===== config.mk =====
export PLATFORM = sky130hd
export DESIGN_NAME = kst_ram
export DESIGN_NICKNAME = d
export VERILOG_FILES = /design/src/rtl/kst_ram.sv
export SDC_FILE = /design/constraint.sdc
export NUM_CORES = 1
export LEC_CHECK = 0
export BUFFER_PORTS_ARGS = -buffer_cell sky130_fd_sc_hd__clkbuf_2
export CAP_MARGIN = 0
export CORE_MARGIN = 2
export CORE_UTILIZATION = 25
export DETAILED_ROUTE_END_ITERATION = 6
export PLACE_DENSITY = 0.5
export SLEW_MARGIN = 20
export SYNTH_ARGS = -nofsm -noshare
export SYNTH_HDL_FRONTEND = slang
export SYNTH_SLANG_ARGS = --single-unit

===== constraint.sdc =====
create_clock -name clk -period 4.2 [get_ports clk]
set_input_delay 0.21 -clock clk [delete_from_list [all_inputs] [get_ports clk]]
set_output_delay 0.21 -clock clk [all_outputs]
set_load 0.005 [all_outputs]

===== src/rtl/kst_ram.sv =====
// generic single-write, single-read ram with registered read data
module kst_ram #(
  parameter int WIDTH = 32,
  parameter int DEPTH = 16,
  localparam int ADDR_W = (DEPTH > 1) ? $clog2(DEPTH) : 1
) (
  input  logic              clk,
  input  logic              we,
  input  logic [ADDR_W-1:0] waddr,
  input  logic [WIDTH-1:0]  wdata,
  input  logic [ADDR_W-1:0] raddr,
  output logic [WIDTH-1:0]  rdata
);

  logic [WIDTH-1:0] mem [DEPTH];

  always_ff @(posedge clk) begin
    if (we) begin
      mem[waddr] <= wdata;
    end
    rdata <= mem[raddr];
  end

endmodule


Word level (Yosys, flattened, before mapping). Memory sizes are Yosys's and may differ from the RTL's. A register that Yosys moved wholly into a read port is not among the register bits. Cells that the tools add are included.

$add $sub $neg: 0. Multipliers: 0. Divide/modulo/power cells: 0. Order comparisons: 0. Equal/unequal tests: 0. Shift-type cells: 0. Mux-type cells: 2. Bitwise operators: 0. Reduce and logical (&&, ||, !) cells: 0.

Operators by type and width (number): $mux W1 (2).

Flip-flop bits (word level): 0. Bits in latches: 0. RAM bits: 512. Memory bits (read-only): 0. Output and inout port bits: 32. Logic and storage cells: 3. Memories kept: 1.

Memory list: mem (words 16, width 32, rd ports 1, clocked after memory_dff 1, write ports 1, RTL line 15) `logic [WIDTH-1:0] mem [DEPTH];`.

Depth between registers and ports, before layout.
Word-level depth: 2. Depth in mapped cells: 5. Gate-level depth less buffers: 3.

Worst setup path after synthesis. Ideal clock, no wire load.

Path kind: input -> register. From: input port waddr[2]. To: memory mem[0][0], enable pin. Data arrival time: 2928 ps. Data required time: 3739 ps. Setup slack: 810 ps. Cell stages on the path: 2. Path buffers: 0. Cells stage by stage: or3b_2 > nor3_1.

RTL lines: start, declared (RTL line 9) `input logic [ADDR_W-1:0] waddr,`; end, declared (RTL line 15).

Straight into the memory's write port.

==> summary.txt <==
Status
  – Status: completed

Die
  – Initial Util: 25.2%
  – Rows: 103
  – I/O pin count: 74
  – Die Ht: 286 um
  – Core area: 0.0787 mm^2
  – Die Wd: 286 um
  – Die ar.: 0.0817 mm^2

Finish
  – Footprint of the multi-input gates: 0.00375 mm^2
  – Nets: 1005
  – Ant. Diodes: 0
  – Storage cell area: 0.0160 mm^2
  – Area Overhead vs Synth: 19.5%
  – Share of cells above drive strength 1: 33.2%
  – Final-layout fill cell count: 7557

Clocking
  – Htree depth: 2
  – Worst-path clk slew: 60 ps
  – CTS tree: built
  – CTS max path bufs: 3
  – Clk root buf: clkbuf_16
  – Post-CTS Setup Repair Bufs: 0
  – CTS Buf Count: 54
  – Insertion delay to the later sink of the worst-skew pair: 610 ps
  – CTS sink count: 544

Synthesis
  – Synth Warn #: 0
  – Post-synthesis net count: 880
  – Main synth FF type: edfxtp_1
  – Yosys reg bits: 544
  – Synth Instances: 838
  – Syn_area_per_cell: 23.7 um^2
  – Seq/Total Area, Yosys: 80.7%
  – Fraction of registers with async set/reset: 0%
  – EDFF count, synth: 512
  – Syn Std Cell Area: 0.0199 mm^2
  – Distinct cell type count after synthesis: 18

Pwr
  – Largest vdd supply drop: 0.000290 V
  – Switching share of power: 20.5%
  – Static Leak: 7.47 nW
  – Comb pwr share: 4.7%
  – Clk pwr share: 43.0%
  – NetSw: 2.39 mW
  – Pwr dens: 493 mW/mm^2
  – Sequential power share: 52.3%
  – P_int: 9.29 mW

Routing
  – DRC violation count after routing: 0
  – Pre-antenna DRT Iters: 4
  – Post-route ant nets: 0
  – DRT Wirelength: 45.4 mm
  – Via count: 9053
  – Post-DR vias/cell: 4.40
  – WL per Instance: 22.1 um
  – Initial DRC Count: 816

Placed design
  – DP Worst Slack: 1830 ps
  – GPL Wtd Cong: 0.711
  – Buffers added on ports: 73
  – Detailed Place HPWL: 25.7 mm

Worst setup path
  – Worst path required time: 4660 ps
  – Top delay family on crit path: buffers and inverters
  – Critical path's slowest cell: buf_4
  – R2R Setup Slk: 2680 ps
  – CP Capture Type: flip-flop
  – CP peak stage delay: 700 ps
  – Worst setup path class: input port to flip-flop
  – Worst-path maximum fanout: 63
  – RR Endpoint: rdata[31]
  – Critical path launch point type: input port
  – Worst r2r path cells: 3
  – CP bufs+invs: 2
  – Reg-to-Reg Start: mem[11][31]
  – Data arrival, critical path: 2220 ps
  – CP Cell Sequence: buf_4 -> buf_4 -> mux4_2 -> a22oi_1 -> nand2_1
  – Most used cell, CP: buf_4

STA
  – F_max: 0.570 GHz
  – Final Cycle Share: 41.7%
  – Worst slew pin tran: 1030 ps
  – Setup TNS: 0 ps
  – Unrepaired setup endpoints after global routing: false
  – Post-route worst setup slack: 2450 ps
  – Setup violations, final: 0
  – Slew HR: 31.4%
  – Clock Skews: 19.3 ps
  – Minimum clock period: 1750 ps
  – Slew Limit Fails: 0
  – Final Hold Vio Count: 0

Min path
  – WHS Path Cells: 1
  – HP Class: input port to flip-flop
  – Min-delay src: wdata[13]
  – Worst Hold Endpoint: mem[2][13]

Global route
  – Largest net degree at the start of global routing: 64
  – Vias in the first global route: 9565
  – First-pass GRT wire length: 66.7 mm
  – Total gr overflow: 0
  – Initial antenna violation count: 2
  – Gr usage total: 11.1%

Run
  – Max cap viols: 0
## cells in the final DEF, fill, tap and decap left out, types with 2 or more instances in the layout
cell type / synthesis / layout
dlygate4sd3_1: 0 / 14
dfxtp_1: 32 / 32
nand2_1: 33 / 33
clkbuf_8: 0 / 12
nor2_4: 0 / 13
clkbuf_1: 17 / 10
nor3_2: 0 / 4
nor2b_4: 0 / 2
clkinv_1: 0 / 2
a22oi_1: 64 / 64
clkbuf_2: 0 / 71
bufinv_16: 0 / 7
nand2b_1: 2 / 2
edfxtp_1: 512 / 512
buf_4: 11 / 21
buf_12: 0 / 4
nand3b_1: 2 / 2
mux4_2: 128 / 128
clkinv_2: 0 / 11
clkbuf_16: 0 / 54
## how the worst max path moves through the flow
stage | cells past startpoint | from | slack, ps | endpoint
2_1_floorplan | 2 | waddr[2] | 810 | mem[0][0]
3_3_place_gp | 3 | waddr[2] | 1800 | mem[1][6]
3_5_place_dp | 5 | raddr[1] | 1830 | rdata[8]
4_1_cts | 5 | raddr[1] | 2480 | rdata[2]
5_1_grt | 4 | waddr[3] | 2400 | mem[7][1]
6_report | 5 | raddr[1] | 2450 | rdata[8]
## cells in the mapped netlist, types with 4 or more instances
cell type	number	share of area, %
nand2_1	33	0.62
nor2_1	13	0.25
buf_1	9	0.17
dfxtp_1	32	3.2
edfxtp_1	512	77
buf_4	11	0.42
buf_2	4	0.10
nor3_1	4	0.10
a22oi_1	64	2.4
clkbuf_1	17	0.32
mux4_2	128	15
## logic make-up (layout without fill, tap and decap cells)
group / Yosys count / count (layout) / share of synthesized area, %
flip-flops: 544 / 544 / 80.7
multiplexers: 128 / 128 / 14.5
AO/OA/AOI/OAI: 64 / 64 / 2.42
AND/OR/NAND/NOR: 59 / 59 / 1.27
buffers and inverters: 43 / 211 / 1.12
## state kept, by name (all words and copies together), names as in the netlist
| name | count |
|---|---|
| mem | 512 |
| rdata | 32 |
## cell type report
| cell class | count | share of cell area (%) |
|---|---|---|
| clock inverters | 24 | 1.37 |
| flip-flops and latches | 544 | 67.5 |
| multi-input cells | 251 | 15.8 |
| repair buffers | 112 | 3.27 |
| well taps | 1050 | 5.54 |
| clock buffers | 75 | 6.49 |
## layer usage
layer / track usage (%) / vias to the layer above / routed length, um
li1: - / 3824 / -
met1: 16.1 / 4957 / 21400
met2: 17.0 / 212 / 20800
met3: 2.39 / 58 / 2310
met4: 2.93 / 2 / 780
met5: 0 / - / 11
## per-stage QoR
step / hold slack, ps / std cells / area, um^2 / util [%] / total power, mW
3_3_place_gp: 588 / 1941 / 21700 / 27.5 / 6.77
3_5_place_dp: 583 / 1943 / 21700 / 27.6 / 6.78
6_report: 26.1 / 2056 / 23700 / 30.1 / 11.7
2_1_floorplan: 309 / 838 / 19900 / - / 6.51
4_1_cts: 0.970 / 2056 / 23700 / 30.1 / 11.8
5_1_grt: 28.2 / 2056 / 23700 / 30.1 / 12.1
## power groups by stage
| stage | logic (mW) | clock network [mW] | registers, mW |
|---|---|---|---|
| 6_report | 0.546 | 5.03 | 6.11 |
| 5_1_grt | 0.599 | 5.36 | 6.12 |
| 4_1_cts | 0.564 | 5.14 | 6.12 |
| 3_5_place_dp | 0.551 | 0 | 6.23 |
| 3_3_place_gp | 0.542 | 0 | 6.23 |
| 2_1_floorplan | 0.291 | 0 | 6.21 |
## timing repair
item / in CTS / in global routing
endpoints found under the hold margin: 208 / 0
hold buffers: 14 / 0
resized for setup: 0 / 0
endpoints found under the setup margin: 0 / 0
No activity file was read; power rests on OpenSTA's default activity.
